===== src/hw/rtl/slt_pkg.sv =====
// ============================================================================
// slt_pkg
// Shared types, token kinds and character classes for the tokenizer.
// ============================================================================
package slt_pkg;

    typedef logic [1:0] token_kind_t;
    typedef logic [7:0] char_t;

    localparam token_kind_t KIND_NUMBER = 2'd0;
    localparam token_kind_t KIND_WORD   = 2'd1;
    localparam token_kind_t KIND_END    = 2'd2;

    localparam char_t CH_TAB       = 8'h09;
    localparam char_t CH_NEWLINE   = 8'h0A;
    localparam char_t CH_CR        = 8'h0D;
    localparam char_t CH_SPACE     = 8'h20;
    localparam char_t CH_LPAREN    = 8'h28;
    localparam char_t CH_RPAREN    = 8'h29;
    localparam char_t CH_MINUS     = 8'h2D;
    localparam char_t CH_ZERO      = 8'h30;
    localparam char_t CH_NINE      = 8'h39;
    localparam char_t CH_BACKSLASH = 8'h5C;

    // space, tab, newline, vertical tab, form feed, carriage return
    function automatic logic is_space(input char_t b);
        return (b == CH_SPACE) || ((b >= CH_TAB) && (b <= CH_CR));
    endfunction

    function automatic logic is_digit(input char_t b);
        return (b >= CH_ZERO) && (b <= CH_NINE);
    endfunction

    function automatic logic ends_word(input char_t b);
        return is_space(b) || (b == CH_LPAREN) || (b == CH_BACKSLASH);
    endfunction

endpackage


===== src/hw/rtl/slt_if.sv =====
// ============================================================================
// slt_if
// Valid/ready channels: source text bytes in, token descriptors out.
// ============================================================================
interface slt_byte_if
    import slt_pkg::*;
();
    logic  valid;
    logic  ready;
    char_t text_byte;
    logic  end_of_text;

    modport source (output valid, output text_byte, output end_of_text, input ready);
    modport sink   (input valid, input text_byte, input end_of_text, output ready);
endinterface

interface slt_token_if
    import slt_pkg::*;
#(
    parameter int POSITION_BITS = 16,
    parameter int OFFSET_BITS   = 24,
    parameter int LENGTH_BITS   = 12
)();
    logic                     valid;
    logic                     ready;
    token_kind_t              token_kind;
    logic [POSITION_BITS-1:0] start_line;
    logic [POSITION_BITS-1:0] start_column;
    logic [OFFSET_BITS-1:0]   start_offset;
    logic [LENGTH_BITS-1:0]   token_length;
    logic                     last_of_run;

    modport source (output valid, output token_kind, output start_line,
                    output start_column, output start_offset, output token_length,
                    output last_of_run, input ready);
    modport sink   (input valid, input token_kind, input start_line,
                    input start_column, input start_offset, input token_length,
                    input last_of_run, output ready);
endinterface


===== src/hw/rtl/slt_scan.sv =====
// ============================================================================
// slt_scan
// Scanner state and per-byte decision logic; yields up to two results.
// ============================================================================
module slt_scan
    import slt_pkg::*;
#(
    parameter int DEPTH_BITS    = 8,
    parameter int POSITION_BITS = 16,
    parameter int OFFSET_BITS   = 24,
    parameter int LENGTH_BITS   = 12,
    localparam int ENTRY_BITS   = 2 + 2 * POSITION_BITS + OFFSET_BITS + LENGTH_BITS + 1
)(
    input  logic                  clk,
    input  logic                  rst_n,
    input  logic                  accept,
    input  char_t                 text_byte,
    input  logic                  end_of_text,
    output logic [1:0]            push_count,
    output logic [ENTRY_BITS-1:0] entry0,
    output logic [ENTRY_BITS-1:0] entry1
);

    localparam logic [2:0] MODE_IDLE   = 3'd0;
    localparam logic [2:0] MODE_LINE   = 3'd1;
    localparam logic [2:0] MODE_PAREN  = 3'd2;
    localparam logic [2:0] MODE_MINUS  = 3'd3;
    localparam logic [2:0] MODE_NUMBER = 3'd4;
    localparam logic [2:0] MODE_WORD   = 3'd5;

    localparam logic [POSITION_BITS-1:0] POS_ONE = POSITION_BITS'(1);

    typedef struct packed {
        token_kind_t              kind;
        logic [POSITION_BITS-1:0] line;
        logic [POSITION_BITS-1:0] column;
        logic [OFFSET_BITS-1:0]   offset;
        logic [LENGTH_BITS-1:0]   length;
        logic                     last;
    } entry_t;

    logic [2:0]               mode_reg,   mode_next;
    logic [DEPTH_BITS-1:0]    depth_reg,  depth_next;
    logic [POSITION_BITS-1:0] line_reg,   line_next;
    logic [POSITION_BITS-1:0] col_reg,    col_next;
    logic [OFFSET_BITS-1:0]   off_reg,    off_next;
    logic [POSITION_BITS-1:0] tline_reg,  tline_next;
    logic [POSITION_BITS-1:0] tcol_reg,   tcol_next;
    logic [OFFSET_BITS-1:0]   toff_reg,   toff_next;
    logic [LENGTH_BITS-1:0]   tlen_reg,   tlen_next;

    logic [POSITION_BITS-1:0] line_inc, col_inc;
    logic [LENGTH_BITS-1:0]   tlen_inc;
    logic [DEPTH_BITS-1:0]    depth_inc;
    entry_t                   tok_ent, end_ent, r0, r1;
    logic                     do_decide;

    // saturating counters
    assign line_inc  = (line_reg  == '1) ? line_reg  : line_reg  + 1'b1;
    assign col_inc   = (col_reg   == '1) ? col_reg   : col_reg   + 1'b1;
    assign tlen_inc  = (tlen_reg  == '1) ? tlen_reg  : tlen_reg  + 1'b1;
    assign depth_inc = (depth_reg == '1) ? depth_reg : depth_reg + 1'b1;

    always_comb
    begin
        tok_ent.kind   = (mode_reg == MODE_NUMBER) ? KIND_NUMBER : KIND_WORD;
        tok_ent.line   = tline_reg;
        tok_ent.column = tcol_reg;
        tok_ent.offset = toff_reg;
        tok_ent.length = tlen_reg;
        tok_ent.last   = 1'b1;

        end_ent.kind   = KIND_END;
        end_ent.line   = line_reg;
        end_ent.column = col_reg;
        end_ent.offset = off_reg;
        end_ent.length = '0;
        end_ent.last   = 1'b1;
    end

    always_comb
    begin
        mode_next  = mode_reg;
        depth_next = depth_reg;
        line_next  = line_reg;
        col_next   = col_reg;
        off_next   = off_reg;
        tline_next = tline_reg;
        tcol_next  = tcol_reg;
        toff_next  = toff_reg;
        tlen_next  = tlen_reg;
        push_count = 2'd0;
        r0         = tok_ent;
        r1         = end_ent;
        do_decide  = 1'b0;

        if (accept)
        begin
            if (end_of_text)
            begin
                if ((mode_reg == MODE_NUMBER) || (mode_reg == MODE_WORD) ||
                    (mode_reg == MODE_MINUS))
                begin
                    r0.last    = 1'b0;
                    push_count = 2'd2;
                end
                else
                begin
                    r0         = end_ent;
                    push_count = 2'd1;
                end
                mode_next  = MODE_IDLE;
                depth_next = '0;
            end
            else
            begin
                off_next = off_reg + 1'b1;
                unique case (mode_reg)
                    MODE_LINE:
                    begin
                        if (text_byte == CH_NEWLINE)
                        begin
                            line_next = line_inc;
                            col_next  = POS_ONE;
                            mode_next = MODE_IDLE;
                        end
                    end
                    MODE_PAREN:
                    begin
                        if (text_byte == CH_LPAREN)
                            depth_next = depth_inc;
                        else if ((text_byte == CH_RPAREN) && (depth_reg != '0))
                            depth_next = depth_reg - 1'b1;
                        if (text_byte == CH_NEWLINE)
                        begin
                            line_next = line_inc;
                            col_next  = POS_ONE;
                        end
                        else
                            col_next = col_inc;
                        if (depth_next == '0)
                            mode_next = MODE_IDLE;
                    end
                    MODE_MINUS:
                    begin
                        if (is_digit(text_byte))
                        begin
                            tlen_next = tlen_inc;
                            col_next  = col_inc;
                            mode_next = MODE_NUMBER;
                        end
                        else if (ends_word(text_byte))
                        begin
                            push_count = 2'd1;
                            do_decide  = 1'b1;
                        end
                        else
                        begin
                            tlen_next = tlen_inc;
                            col_next  = col_inc;
                            mode_next = MODE_WORD;
                        end
                    end
                    MODE_NUMBER:
                    begin
                        if (is_digit(text_byte))
                        begin
                            tlen_next = tlen_inc;
                            col_next  = col_inc;
                        end
                        else
                        begin
                            push_count = 2'd1;
                            do_decide  = 1'b1;
                        end
                    end
                    MODE_WORD:
                    begin
                        if (ends_word(text_byte))
                        begin
                            push_count = 2'd1;
                            do_decide  = 1'b1;
                        end
                        else
                        begin
                            tlen_next = tlen_inc;
                            col_next  = col_inc;
                        end
                    end
                    default:
                        do_decide = 1'b1;
                endcase

                // between-token handling; closing a token leaves line/column as is
                if (do_decide)
                begin
                    if (is_space(text_byte))
                    begin
                        if (text_byte == CH_NEWLINE)
                        begin
                            line_next = line_inc;
                            col_next  = POS_ONE;
                        end
                        else
                            col_next = col_inc;
                        mode_next = MODE_IDLE;
                    end
                    else if (text_byte == CH_BACKSLASH)
                        mode_next = MODE_LINE;
                    else if (text_byte == CH_LPAREN)
                    begin
                        col_next   = col_inc;
                        depth_next = DEPTH_BITS'(1);
                        mode_next  = MODE_PAREN;
                    end
                    else
                    begin
                        tline_next = line_reg;
                        tcol_next  = col_reg;
                        toff_next  = off_reg;
                        tlen_next  = LENGTH_BITS'(1);
                        col_next   = col_inc;
                        if (is_digit(text_byte))
                            mode_next = MODE_NUMBER;
                        else if (text_byte == CH_MINUS)
                            mode_next = MODE_MINUS;
                        else
                            mode_next = MODE_WORD;
                    end
                end
            end
        end
    end

    assign entry0 = r0;
    assign entry1 = r1;

    always_ff @(posedge clk or negedge rst_n)
    begin
        if (!rst_n)
        begin
            mode_reg  <= MODE_IDLE;
            depth_reg <= '0;
            line_reg  <= POS_ONE;
            col_reg   <= POS_ONE;
            off_reg   <= '0;
            tline_reg <= POS_ONE;
            tcol_reg  <= POS_ONE;
            toff_reg  <= '0;
            tlen_reg  <= '0;
        end
        else
        begin
            mode_reg  <= mode_next;
            depth_reg <= depth_next;
            line_reg  <= line_next;
            col_reg   <= col_next;
            off_reg   <= off_next;
            tline_reg <= tline_next;
            tcol_reg  <= tcol_next;
            toff_reg  <= toff_next;
            tlen_reg  <= tlen_next;
        end
    end

endmodule


===== src/hw/rtl/slt_fifo.sv =====
// ============================================================================
// slt_fifo
// Four-entry result queue, up to two writes and one read per cycle.
// ============================================================================
module slt_fifo
    import slt_pkg::*;
#(
    parameter int WIDTH = 8
)(
    input  logic             clk,
    input  logic             rst_n,
    input  logic [1:0]       push_count,
    input  logic [WIDTH-1:0] push_data0,
    input  logic [WIDTH-1:0] push_data1,
    output logic             room,
    output logic             pop_valid,
    input  logic             pop_ready,
    output logic [WIDTH-1:0] pop_data
);

    localparam int FIFO_DEPTH = 4;

    logic [WIDTH-1:0] mem [FIFO_DEPTH];
    logic [1:0]       wr_ptr_reg, wr_ptr_next;
    logic [1:0]       rd_ptr_reg, rd_ptr_next;
    logic [2:0]       count_reg,  count_next;
    logic             pop;

    assign room      = count_reg <= 3'(FIFO_DEPTH - 2);
    assign pop_valid = count_reg != 3'd0;
    assign pop_data  = mem[rd_ptr_reg];
    assign pop       = pop_valid && pop_ready;

    assign wr_ptr_next = wr_ptr_reg + push_count;
    assign rd_ptr_next = rd_ptr_reg + {1'b0, pop};
    assign count_next  = count_reg + {1'b0, push_count} - {2'b00, pop};

    always_ff @(posedge clk)
    begin
        if (push_count != 2'd0)
            mem[wr_ptr_reg] <= push_data0;
        if (push_count == 2'd2)
            mem[wr_ptr_reg + 2'd1] <= push_data1;
    end

    always_ff @(posedge clk or negedge rst_n)
    begin
        if (!rst_n)
        begin
            wr_ptr_reg <= '0;
            rd_ptr_reg <= '0;
            count_reg  <= '0;
        end
        else
        begin
            wr_ptr_reg <= wr_ptr_next;
            rd_ptr_reg <= rd_ptr_next;
            count_reg  <= count_next;
        end
    end

endmodule


===== src/hw/rtl/stack_language_tokenizer_unit.sv =====
// ============================================================================
// stack_language_tokenizer_unit
// Byte-stream tokenizer for a stack language: skips whitespace and comments,
// tracks line/column, emits number, word and end-of-text token descriptors.
// ============================================================================
// Throughput: one byte per cycle; an end-of-text transaction yields two
// descriptors when a token is open. A descriptor enters the result queue
// when its closing byte is accepted. Input stalls while the four-entry
// result queue has fewer than two free slots. Reset (rst_n, async, low)
// clears scanner state to line 1, column 1, offset 0 and empties the queue.
module stack_language_tokenizer_unit
    import slt_pkg::*;
#(
    parameter int DEPTH_BITS    = 8,
    parameter int POSITION_BITS = 16,
    parameter int OFFSET_BITS   = 24,
    parameter int LENGTH_BITS   = 12
)(
    input  logic         clk,
    input  logic         rst_n,
    slt_byte_if.sink     text_in,
    slt_token_if.source  token_out
);

    localparam int ENTRY_BITS = 2 + 2 * POSITION_BITS + OFFSET_BITS + LENGTH_BITS + 1;

    // must match the entry layout inside the scanner
    typedef struct packed {
        token_kind_t              kind;
        logic [POSITION_BITS-1:0] line;
        logic [POSITION_BITS-1:0] column;
        logic [OFFSET_BITS-1:0]   offset;
        logic [LENGTH_BITS-1:0]   length;
        logic                     last;
    } entry_t;

    logic                  room;
    logic                  accept;
    logic [1:0]            push_count;
    logic [ENTRY_BITS-1:0] entry0, entry1;
    entry_t                head;

    // A transaction may push two descriptors, so accept only with two free
    // slots. Queue occupancy is registered, so ready does not depend on the
    // downstream ready in the same cycle.
    assign text_in.ready = room;
    assign accept        = text_in.valid && room;

    slt_scan #(
        .DEPTH_BITS    (DEPTH_BITS),
        .POSITION_BITS (POSITION_BITS),
        .OFFSET_BITS   (OFFSET_BITS),
        .LENGTH_BITS   (LENGTH_BITS)
    ) u_scan (
        .clk         (clk),
        .rst_n       (rst_n),
        .accept      (accept),
        .text_byte   (text_in.text_byte),
        .end_of_text (text_in.end_of_text),
        .push_count  (push_count),
        .entry0      (entry0),
        .entry1      (entry1)
    );

    // Result queue doubles as the output register stage.
    slt_fifo #(
        .WIDTH (ENTRY_BITS)
    ) u_fifo (
        .clk        (clk),
        .rst_n      (rst_n),
        .push_count (push_count),
        .push_data0 (entry0),
        .push_data1 (entry1),
        .room       (room),
        .pop_valid  (token_out.valid),
        .pop_ready  (token_out.ready),
        .pop_data   (head)
    );

    assign token_out.token_kind   = head.kind;
    assign token_out.start_line   = head.line;
    assign token_out.start_column = head.column;
    assign token_out.start_offset = head.offset;
    assign token_out.token_length = head.length;
    assign token_out.last_of_run  = head.last;

endmodule


===== src/flat_wrapper.sv =====
// flat-port wrapper written by rule: the top's interface ports become plain ports
module stack_language_tokenizer_unit_flat import slt_pkg::*;
#(
    parameter int DEPTH_BITS    = 8,
    parameter int POSITION_BITS = 16,
    parameter int OFFSET_BITS   = 24,
    parameter int LENGTH_BITS   = 12
)
  (clk, rst_n, text_in_valid, text_in_text_byte, text_in_end_of_text, text_in_ready, token_out_valid, token_out_token_kind, token_out_start_line, token_out_start_column, token_out_start_offset, token_out_token_length, token_out_last_of_run, token_out_ready);
  slt_byte_if text_in_i ();
  slt_token_if #(.POSITION_BITS(POSITION_BITS), .OFFSET_BITS(OFFSET_BITS), .LENGTH_BITS(LENGTH_BITS)) token_out_i ();
  input  logic clk;
  input  logic rst_n;
  input wire logic [$bits(text_in_i.valid)-1:0] text_in_valid;
  input wire logic [$bits(text_in_i.text_byte)-1:0] text_in_text_byte;
  input wire logic [$bits(text_in_i.end_of_text)-1:0] text_in_end_of_text;
  output wire logic [$bits(text_in_i.ready)-1:0] text_in_ready;
  output wire logic [$bits(token_out_i.valid)-1:0] token_out_valid;
  output wire logic [$bits(token_out_i.token_kind)-1:0] token_out_token_kind;
  output wire logic [$bits(token_out_i.start_line)-1:0] token_out_start_line;
  output wire logic [$bits(token_out_i.start_column)-1:0] token_out_start_column;
  output wire logic [$bits(token_out_i.start_offset)-1:0] token_out_start_offset;
  output wire logic [$bits(token_out_i.token_length)-1:0] token_out_token_length;
  output wire logic [$bits(token_out_i.last_of_run)-1:0] token_out_last_of_run;
  input wire logic [$bits(token_out_i.ready)-1:0] token_out_ready;
  assign text_in_i.valid = text_in_valid;
  assign text_in_i.text_byte = text_in_text_byte;
  assign text_in_i.end_of_text = text_in_end_of_text;
  assign text_in_ready = text_in_i.ready;
  assign token_out_valid = token_out_i.valid;
  assign token_out_token_kind = token_out_i.token_kind;
  assign token_out_start_line = token_out_i.start_line;
  assign token_out_start_column = token_out_i.start_column;
  assign token_out_start_offset = token_out_i.start_offset;
  assign token_out_token_length = token_out_i.token_length;
  assign token_out_last_of_run = token_out_i.last_of_run;
  assign token_out_i.ready = token_out_ready;
  stack_language_tokenizer_unit #(.DEPTH_BITS(DEPTH_BITS), .POSITION_BITS(POSITION_BITS), .OFFSET_BITS(OFFSET_BITS), .LENGTH_BITS(LENGTH_BITS)) u_core (.clk(clk), .rst_n(rst_n), .text_in(text_in_i), .token_out(token_out_i));
endmodule

===== config.mk =====
export PLATFORM = sky130hd
export DESIGN_NAME = stack_language_tokenizer_unit_flat
export DESIGN_NICKNAME = d
export VERILOG_FILES = /design/src/hw/rtl/slt_pkg.sv /design/src/hw/rtl/slt_if.sv /design/src/hw/rtl/slt_scan.sv /design/src/hw/rtl/slt_fifo.sv /design/src/hw/rtl/stack_language_tokenizer_unit.sv /design/src/flat_wrapper.sv
export SDC_FILE = /design/constraint.sdc
export NUM_CORES = 1
export LEC_CHECK = 0
export BUFFER_PORTS_ARGS = -buffer_cell sky130_fd_sc_hd__buf_4
export CORE_MARGIN = 3
export CORE_UTILIZATION = 40
export CTS_CLUSTER_SIZE = 30
export DETAILED_ROUTE_END_ITERATION = 8
export PLACE_DENSITY = 0.59
export SYNTH_ARGS = -nofsm -noshare
export SYNTH_HDL_FRONTEND = slang
export SYNTH_SLANG_ARGS = --single-unit

===== constraint.sdc =====
create_clock -name clk -period 7.4 [get_ports clk]
set_clock_uncertainty 0.15 [all_clocks]
set_input_delay 1.48 -clock clk [delete_from_list [all_inputs] [get_ports clk]]
set_output_delay 1.48 -clock clk [all_outputs]
set_load 0.1 [all_outputs]

### Word level (Yosys, flattened, before mapping)

Memory sizes are Yosys's and may differ from the RTL's.
Cells that the tools add are included.
Widths: inputs -> output; s select.

* reductions and logical operators: 19
* magnitude comparators: 5
* muxes and demuxes: 71
* bitwise logic cells: 4
* add/sub/neg operators: 11
* eq/ne operators: 19
* div/mod/pow operators: 0
* shift-type cells: 0
* multipliers: 0

Operator list (count)
* $mux 16: 15
* $mux 71: 2
* $mux 12: 8
* $mux 8: 12
* $pmux 16 s5: 1
* $mux 70: 1
* $pmux 12 s3: 1
* $mux 3: 11
* $add 16x1->16 const B: 2
* $eq 16x16->1 const B: 2
* $eq 8x6->1 const B: 4
* $add 24x1->24 const B: 1
* $mux 1: 14
* $add 12x1->12 const B: 1
* $eq 12x12->1 const B: 1
* $pmux 3 s3: 1
* $add 8x1->8 const B: 1
* $eq 8x4->1 const B: 1
* $eq 8x7->1 const B: 1
* $eq 8x8->1 const B: 1
* $ge 8x4->1 const B: 1
* $ge 8x6->1 const B: 1
* $le 8x4->1 const B: 1
* $le 8x6->1 const B: 1
* other kinds (28): 44

* flip-flop bits (word level): 142
* bits in latches: 0
* memories kept: 1
* output and inout bits: 73
* logic and storage cells: 142
* RAM bits: 284
* memory bits (read-only): 0

Memory list
* u_core.u_fifo.mem: depth 4, bits a word 71, read ports 1, clocked after memory_dff 0, wr ports 2, line slt_fifo.sv:23 `logic [WIDTH-1:0] mem [FIFO_DEPTH];`

### Logic depth before layout (Yosys ltp)

Gate-level depths: netlist of the first run.

* depth after elaboration: 13
* depth in mapped cells: 14

### By module

Synthesis of the first run repeated with hierarchy kept, for this count alone.

* cell total of the unflattened synthesis: 1604
* area, all modules: 22646.7 µm²

Modules (own cells, without submodules)
* slt_fifo: area an instance 14091.0 µm², cells an instance 728, instances 1
* slt_scan: area an instance 8549.4 µm², cells an instance 875, instances 1
* stack_language_tokenizer_unit: area an instance 6.3 µm², cells an instance 1, instances 1

### Worst setup path before layout of the first run

No wires, ideal clock.

* path kind: register to register
* start: register u_core.u_fifo.count_reg[1]
* end: memory u_core.u_fifo.mem[0][13] in the netlist's numbering (enable)
* arrival time: 6960 ps
* stages on the path, launching flop included: 7
* setup slack: -257 ps
* buffers on the path: 2
* library setup time: 547 ps
* required time: 6703 ps
* cell sequence: dfrtp_1 -> a21oi_1 -> and2_1 -> clkbuf_1 -> nand3_1 -> clkbuf_1 -> o21ai_0

RTL lines
* start, declared: line slt_fifo.sv:26 `logic [2:0] count_reg, count_next;`
* start signal, assigned: line slt_fifo.sv:58 `count_reg <= count_next;`
* end, declared: line slt_fifo.sv:23

### Final worst setup path of the first run

* start: register u_core.u_fifo.rd_ptr_reg[0]
* end: output token_out_start_line[15]

* longest elaborated chain between the ends: 1

RTL lines
* start, declared: line slt_fifo.sv:25 `logic [1:0] rd_ptr_reg, rd_ptr_next;`
* start signal, assigned: line slt_fifo.sv:57 `rd_ptr_reg <= rd_ptr_next;`
* $mem_v2 4x71
* end, declared: line flat_wrapper.sv:20 `output wire logic [$bits(token_out_i.start_line)-1:0] token_out_start_line;`

Every way passes these cells.

==> results of run 1 <==
[synthesized netlist by cell type, drive strengths merged (4+ instances only)]
master / number
and2: 8
a22oi: 6
nor4b: 4
o211ai: 13
a21oi: 109
buf: 54
a211oi: 6
or3b: 4
xor2: 23
a32o: 225
nor3b: 5
inv: 29
nor2b: 8
and4: 5
a21o: 14
nand2b: 13
o22ai: 10
and3: 15
mux2: 60
o221ai: 6
o21a: 5
o31ai: 10
xnor2: 23
nand3: 103
a31oi: 12
dfstp: 4
clkbuf: 151
edfxtp: 224
ha: 13
or2: 5
or3: 11
dfxtp: 60
o21ai: 66
o21bai: 5
nor4: 12
o311ai: 6
dfrtp: 138
nand4: 18
mux4: 71
nor2: 79
nand2: 145
nor3: 33
[stage by stage]
step                      hold slack [ns]  cell area [um2]  cells  worst slack [ns]  power (mW)
after floorplan                     0.271            22100   1866            -0.257        6.39
after global placement              0.280            23100   2475              2.18        7.44
after detailed placement            0.296            23100   2475              2.12        7.47
after CTS                           0.305            24600   2559              2.32        9.73
after global routing                0.323            24600   2559              2.21        10.1
final                               0.302            24600   2559              2.46        9.67
[cell families (layout without fill, tap and decap cells)]
family / count (synthesis) / in the layout
flip-flops: 426 / 426
AND/OR/NAND/NOR: 481 / 481
multiplexers: 134 / 134
AO/OA/AOI/OAI: 531 / 531
adder cells (fa/ha/maj): 14 / 14
XOR/XNOR: 46 / 46
buffers and inverters: 234 / 231
[layout make-up]
type	instances	area, um2	area share (%)
flip-flops and latches	426	11500	46.8
multi-input cells	1206	9730	39.6
clock buffers	66	1280	5.20
repair buffers	118	915	3.72
well taps	696	871	3.54
clock inverters	18	183	0.743
inverters	29	109	0.443
[worst reg2reg max path, delay by kind of cell (launching register included)]
kind,cells,cell delay [ns]
and+or+nand+nor,5,2.55
DFF,1,0.84
buffers and inverters,1,0.65
[metal layers]
metal	global-route usage [%]	vias up	share of wire [%]
met4	6.36	0	2.4
met5	0	-	0
li1	-	7291	-
met1	29.8	8467	42
met2	36.4	661	49
met3	3.05	122	6.3
[power by group through the flow]
stage	Clock (mW)	Combinational [mW]	Sequential, mW
after floorplan	0	3.41	2.98
after global placement	0	4.19	3.24
after detailed placement	0	4.21	3.26
after CTS	2.30	4.21	3.21
after global routing	2.39	4.40	3.27
final	2.26	4.19	3.22
[worst paths after layout]
kind / from / endpoint / slack [ns] / cells past startpoint
worst max register to register: u_core.u_scan.mode_reg[0]$_DFFE_PN0P_ / u_core.u_fifo.mem[1][13]$_DFFE_PP_ / 2.83 / 6
worst max-delay path: u_core.u_fifo.rd_ptr_reg[0]$_DFF_PN0_ / token_out_start_line[15] / 2.46 / 3
min in group asynchronous: rst_n / u_core.u_fifo.count_reg[0]$_DFF_PN0_ / 0.75 / 1
max in group asynchronous: rst_n / u_core.u_scan.tcol_reg[6]$_DFFE_PN0P_ / 4.94 / 2
worst min register to register: u_core.u_fifo.mem[2][8]$_SDFFE_PP0P_ / u_core.u_fifo.mem[2][8]$_SDFFE_PP0P_ / 0.30 / 2
worst min-delay path: u_core.u_fifo.mem[2][8]$_SDFFE_PP0P_ / u_core.u_fifo.mem[2][8]$_SDFFE_PP0P_ / 0.30 / 2
==> impl_metrics.ini, run 1 <==
[status]
outcome = completed

[clock_tree]
clock_sinks = 426
path_clk_slew_ns = 0.06
hold_buffers = 0
cts-root-buf = clkbuf_16
tritoncts = built
clock_latency_ns = 0.60
cts_buffer_depth = 3
h-tree-depth = 2
cts_buffers = 46
postCtsResizedCells = 0
postCtsSetupRepairBufs = 0

[setup_path]
cp_max_fo = 42
setup.worst_path.class = reg -> out
crit_chain = buf_4 -> mux4_2 -> buf_4
cp-end-kind = output port
crit_top_cell = buf_4
critPathBufInv = 2
crit_family = flip-flops
cp_slowest_cell = dfrtp_4
max_stage_delay_ns = 1.03
start_kind = register
cp.arrival_ns = 3.31
cp.required_ns = 5.77

[power]
vdd_drop_max_v = 0.000273
p_sw_mw = 4.48
intPower_mw = 5.19
seqPwrFrac_pct = 33.3
swShare_pct = 46.4
power_frac_comb_pct = 43.4
cellPowerDensity_nw_per_um2 = 393
pwr-share-clk_pct = 23.4
power_leakage_nw = 8.69

[timing]
setup_viol = 0
drv_slew = 0
fin_crit_sh_pct = 66.7
rsz0062_at_grt = no
hold_viol = 0
slew_headroom_pct = 16.7
setup_tns_ns = 0
worst_slew_pin_slew_ns = 1.25
period_needed_ns = 4.94
max_freq_mhz = 203

[placement]
hpwl_um = 36900
io_buffer_count = 85
gp_congestion = 0.910

[final_layout]
mostFrequentLayoutCells = 225 x a32o_1, 224 x edfxtp_1, 144 x nand2_1
nets = 1854
area_growth_pct = 11.4
largest_reg_flops = 284
num-fill-cells = 4914
num_antenna_cells = 0
layout-drive-gt1-share_pct = 19.1
fin_util_pct = 45.3
final_common_cell = a32o_1

[global_route]
track_usage_pct = 21.8
grt_max_degree = 242
grt.overflow.total = 0
first_global_vias = 16500
antenna_found_initial = 0
grt_pass1_wl_um = 98700

[logic_synthesis]
synth_seq_area_share_pct = 52.1
synth.net_count = 1893
synth-compound-area-share_pct = 19.1
synth_edf_count = 224
ys_warn_count = 0
avgSynthCellArea_um2 = 11.8
synthFlopType = edfxtp_1
yosys.area_share.simple_pct = 10.9
synth_top_family_by_area = compound AO/OA/AOI/OAI gates
synth.largest_area_cell = edfxtp_1
synth_adder_area_share_pct = 0.828
synth_cells = 1866
synth_mux_area_share_pct = 10.9
synth_seq_cells = 426
synthDistinctLibCells = 98
syn_area_um2 = 22100
synth_top_area_share_pct = 30.5
synth_xor_xnor_area_share_pct = 1.83
synth-async-reset-ratio_pct = 33.3
synth_area_leaders = edfxtp_1 30%, dfrtp_1 16%, a32o_1 10%, mux4_2 7.2%, dfxtp_1 5.4%

[floorplan]
initial_core_util_pct = 40.7
num_rows = 85
dieArea_um2 = 58000
chipWidth_um = 241
die_y_um = 241
pin_count = 86
coreArea_um2 = 54200

[routing]
drt-pass1-iter-count = 6
first_iter_violations = 1796
drc_errors = 0
avgRoutedWirePerCell_um = 24.8
vias = 16500
ant_nets = 0
drt-total-wl_um = 63400
via_per_inst = 6.46

[hold_path]
min_path_type = reg -> reg

[flow_run]
max_cap_violations = 0
Power figures use the tool's default switching activity.
==> run 2, diff against run 1 <==
Settings changed: ABC_AREA set to 1, PLACE_DENSITY 0.59 to 0.61.
Clock period 7.4 ns to 4.13 ns, I/O delays scaled along.
==> impl_metrics.ini, run 2 <==
[status]
outcome = completed

[logic_synthesis]
synth_area_leaders = edfxtp_1 29%, dfrtp_1 15%, nand2_1 9.6%, o21ai_0 7.2%, o22ai_1 6.7%
yosys.cell_count.top_type = nand2_1
synth_cells = 2754
synth_adder_area_share_pct = 0.790
synth-async-reset-ratio_pct = 33.3
synth_xor_xnor_area_share_pct = 2.12
yosys.area_share.simple_pct = 19.7
synthFlopType = edfxtp_1
synth.net_count = 2781
synth_top_area_share_pct = 29.1
synth.largest_area_cell = edfxtp_1
synth_mux_area_share_pct = 0
avgSynthCellArea_um2 = 8.40
synthDistinctLibCells = 48
synthTopCellsByCount = 591 x nand2_1, 331 x o21ai_0, 259 x nor2_1
synth_seq_cells = 426
synth-compound-area-share_pct = 21.3
synth_top_family_by_area = compound AO/OA/AOI/OAI gates
synth_seq_area_share_pct = 49.7
syn_area_um2 = 23100
ys_warn_count = 0
synth_edf_count = 224

[final_layout]
num_antenna_cells = 0
nets = 2773
num-fill-cells = 5450
mostFrequentLayoutCells = 584 x nand2_1, 331 x o21ai_0, 259 x nor2_1
fin_util_pct = 46.0
final_common_cell = nand2_1
finalNonFillerCells = 3540
area_growth_pct = 13.1
layout-drive-gt1-share_pct = 11.7
largest_reg_flops = 284
final_area_um2 = 26200

[global_route]
track_usage_pct = 22.5
grt.overflow.total = 0
antenna_found_initial = 0
first_global_vias = 19600
grt_max_degree = 143
grt_pass1_wl_um = 109000

[clock_tree]
tritoncts = built
postCtsSetupRepairBufs = 0
cts_buffers = 47
postCtsResizedCells = 0
path_clk_slew_ns = 0.06
h-tree-depth = 2
clock_sinks = 426
cts-root-buf = clkbuf_16
clock_latency_ns = 0.59
cts_buffer_depth = 3
hold_buffers = 0

[timing]
whs_ns = 0.0491
max_freq_mhz = 272
drv_slew = 0
rsz0062_at_grt = no
worst_slew_pin_slew_ns = 1.09
setup_ws_ns = 0.452
slew_headroom_pct = 27.3
setup_tns_ns = 0
setup_viol = 0
hold_viol = 0
period_needed_ns = 3.68
fin_crit_sh_pct = 89.0

[setup_path]
setup.worst_path.class = reg -> out
cp-end-kind = output port
reg2reg_to = u_core.u_scan.col_reg[15]$_DFFE_PN0P_
cp.required_ns = 3.15
crit_family = buffers and inverters
worstReg2RegStart = u_core.u_scan.mode_reg[1]$_DFFE_PN0P_
crit_top_cell = buf_4
start_kind = register
cp.arrival_ns = 2.70
critPathBufInv = 3
reg2reg_depth = 10
max_stage_delay_ns = 0.48
cp_slowest_cell = inv_2
cp_max_fo = 27
rrSetupSlack_ns = 0.87
crit_chain = inv_2 -> buf_4 -> o21ai_0 -> o22ai_1 -> buf_4

[power]
power_leakage_nw = 10.2
vdd_drop_max_v = 0.00102
intPower_mw = 10.9
power_frac_comb_pct = 52.4
swShare_pct = 51.3
cellPowerDensity_nw_per_um2 = 853
p_sw_mw = 11.4
power.total_mw = 22.3
seqPwrFrac_pct = 27.4
pwr-share-clk_pct = 20.2

[floorplan]
dieArea_um2 = 60700
pin_count = 86
coreArea_um2 = 56800
die_y_um = 246
chipWidth_um = 246
num_rows = 87
initial_core_util_pct = 40.7

[routing]
vias = 20400
first_iter_violations = 1766
drt-pass1-iter-count = 6
drt-total-wl_um = 70100
avgRoutedWirePerCell_um = 19.8
via_per_inst = 5.76
drc_errors = 0
ant_nets = 0

[placement]
place_area_um2 = 24500
gp_congestion = 0.920
placed_cells = 3453
io_buffer_count = 85
preCtsSetupSlack_ns = 0.409
hpwl_um = 42300

[flow_run]
max_cap_violations = 0

[hold_path]
min_path_type = in -> async
-- run 2: cell types whose count changed after synthesis, sizes merged, moves of 22 or more --
cell    before  now
a21oi      109   83
o21ai       66  350
clkbuf     151  129
mux2        60    0
nand3      103  156
o22ai       10  298
nand2      145  599
xor2        23   52
mux4        71    0
inv         29  143
nor2        79  267
a32o       225    0
clkinv       0   23
-- run 2: cell type report --
class / count / area (um2) / share of cell area (%)
Inverter: 166 / 626 / 2.39
Clock inverter: 26 / 359 / 1.37
Clock buffer: 61 / 1290 / 4.93
Tap cell: 756 / 946 / 3.62
Multi-Input combinational cell: 1966 / 10200 / 39.0
Sequential cell: 426 / 11500 / 43.9
Timing Repair Buffer: 139 / 1250 / 4.77
-- run 2: worst max-delay path by stage --
stage,start,endpoint,cells after the start
after CTS,u_core.u_fifo.rd_ptr_reg[0]$_DFF_PN0_,token_out_start_column[8],5
after global placement,text_in_text_byte[0],u_core.u_fifo.mem[3][38]$_DFFE_PP_,14
after global routing,u_core.u_fifo.rd_ptr_reg[0]$_DFF_PN0_,token_out_start_column[5],5
final,u_core.u_fifo.rd_ptr_reg[1]$_DFF_PN0_,token_out_start_line[6],5
after floorplan,u_core.u_fifo.count_reg[0]$_DFF_PN0_,u_core.u_fifo.mem[3][13]$_DFFE_PP_,7
after detailed placement,text_in_text_byte[0],u_core.u_fifo.mem[3][20]$_DFFE_PP_,14
-- run 2: metal layers --
metal	vias to the layer above	track usage (%)	part of all wire (%)
met2	788	38.6	49
met3	130	2.49	6.4
met5	-	0	0
met1	9805	29.6	43
met4	0	7.51	2.4
li1	9667	-	-
-- run 2: logic make-up after synthesis --
family / Yosys count
buffers and inverters: 362
DFF: 426
and+or+nand+nor: 1091
xor gates and xnor gates: 56
adders and majority gates: 14
AOI/OAI and AO/OA: 805
-- run 2: power by group through the flow --
stage / clock [mW] / sequential, mW / combinational, mW
3_5_place_dp: 0 / 6.16 / 11.7
4_1_cts: 4.57 / 6.09 / 11.7
3_3_place_gp: 0 / 6.14 / 11.5
2_1_floorplan: 0 / 5.89 / 9.04
6_report: 4.51 / 6.11 / 11.7
5_1_grt: 4.73 / 6.21 / 12.5
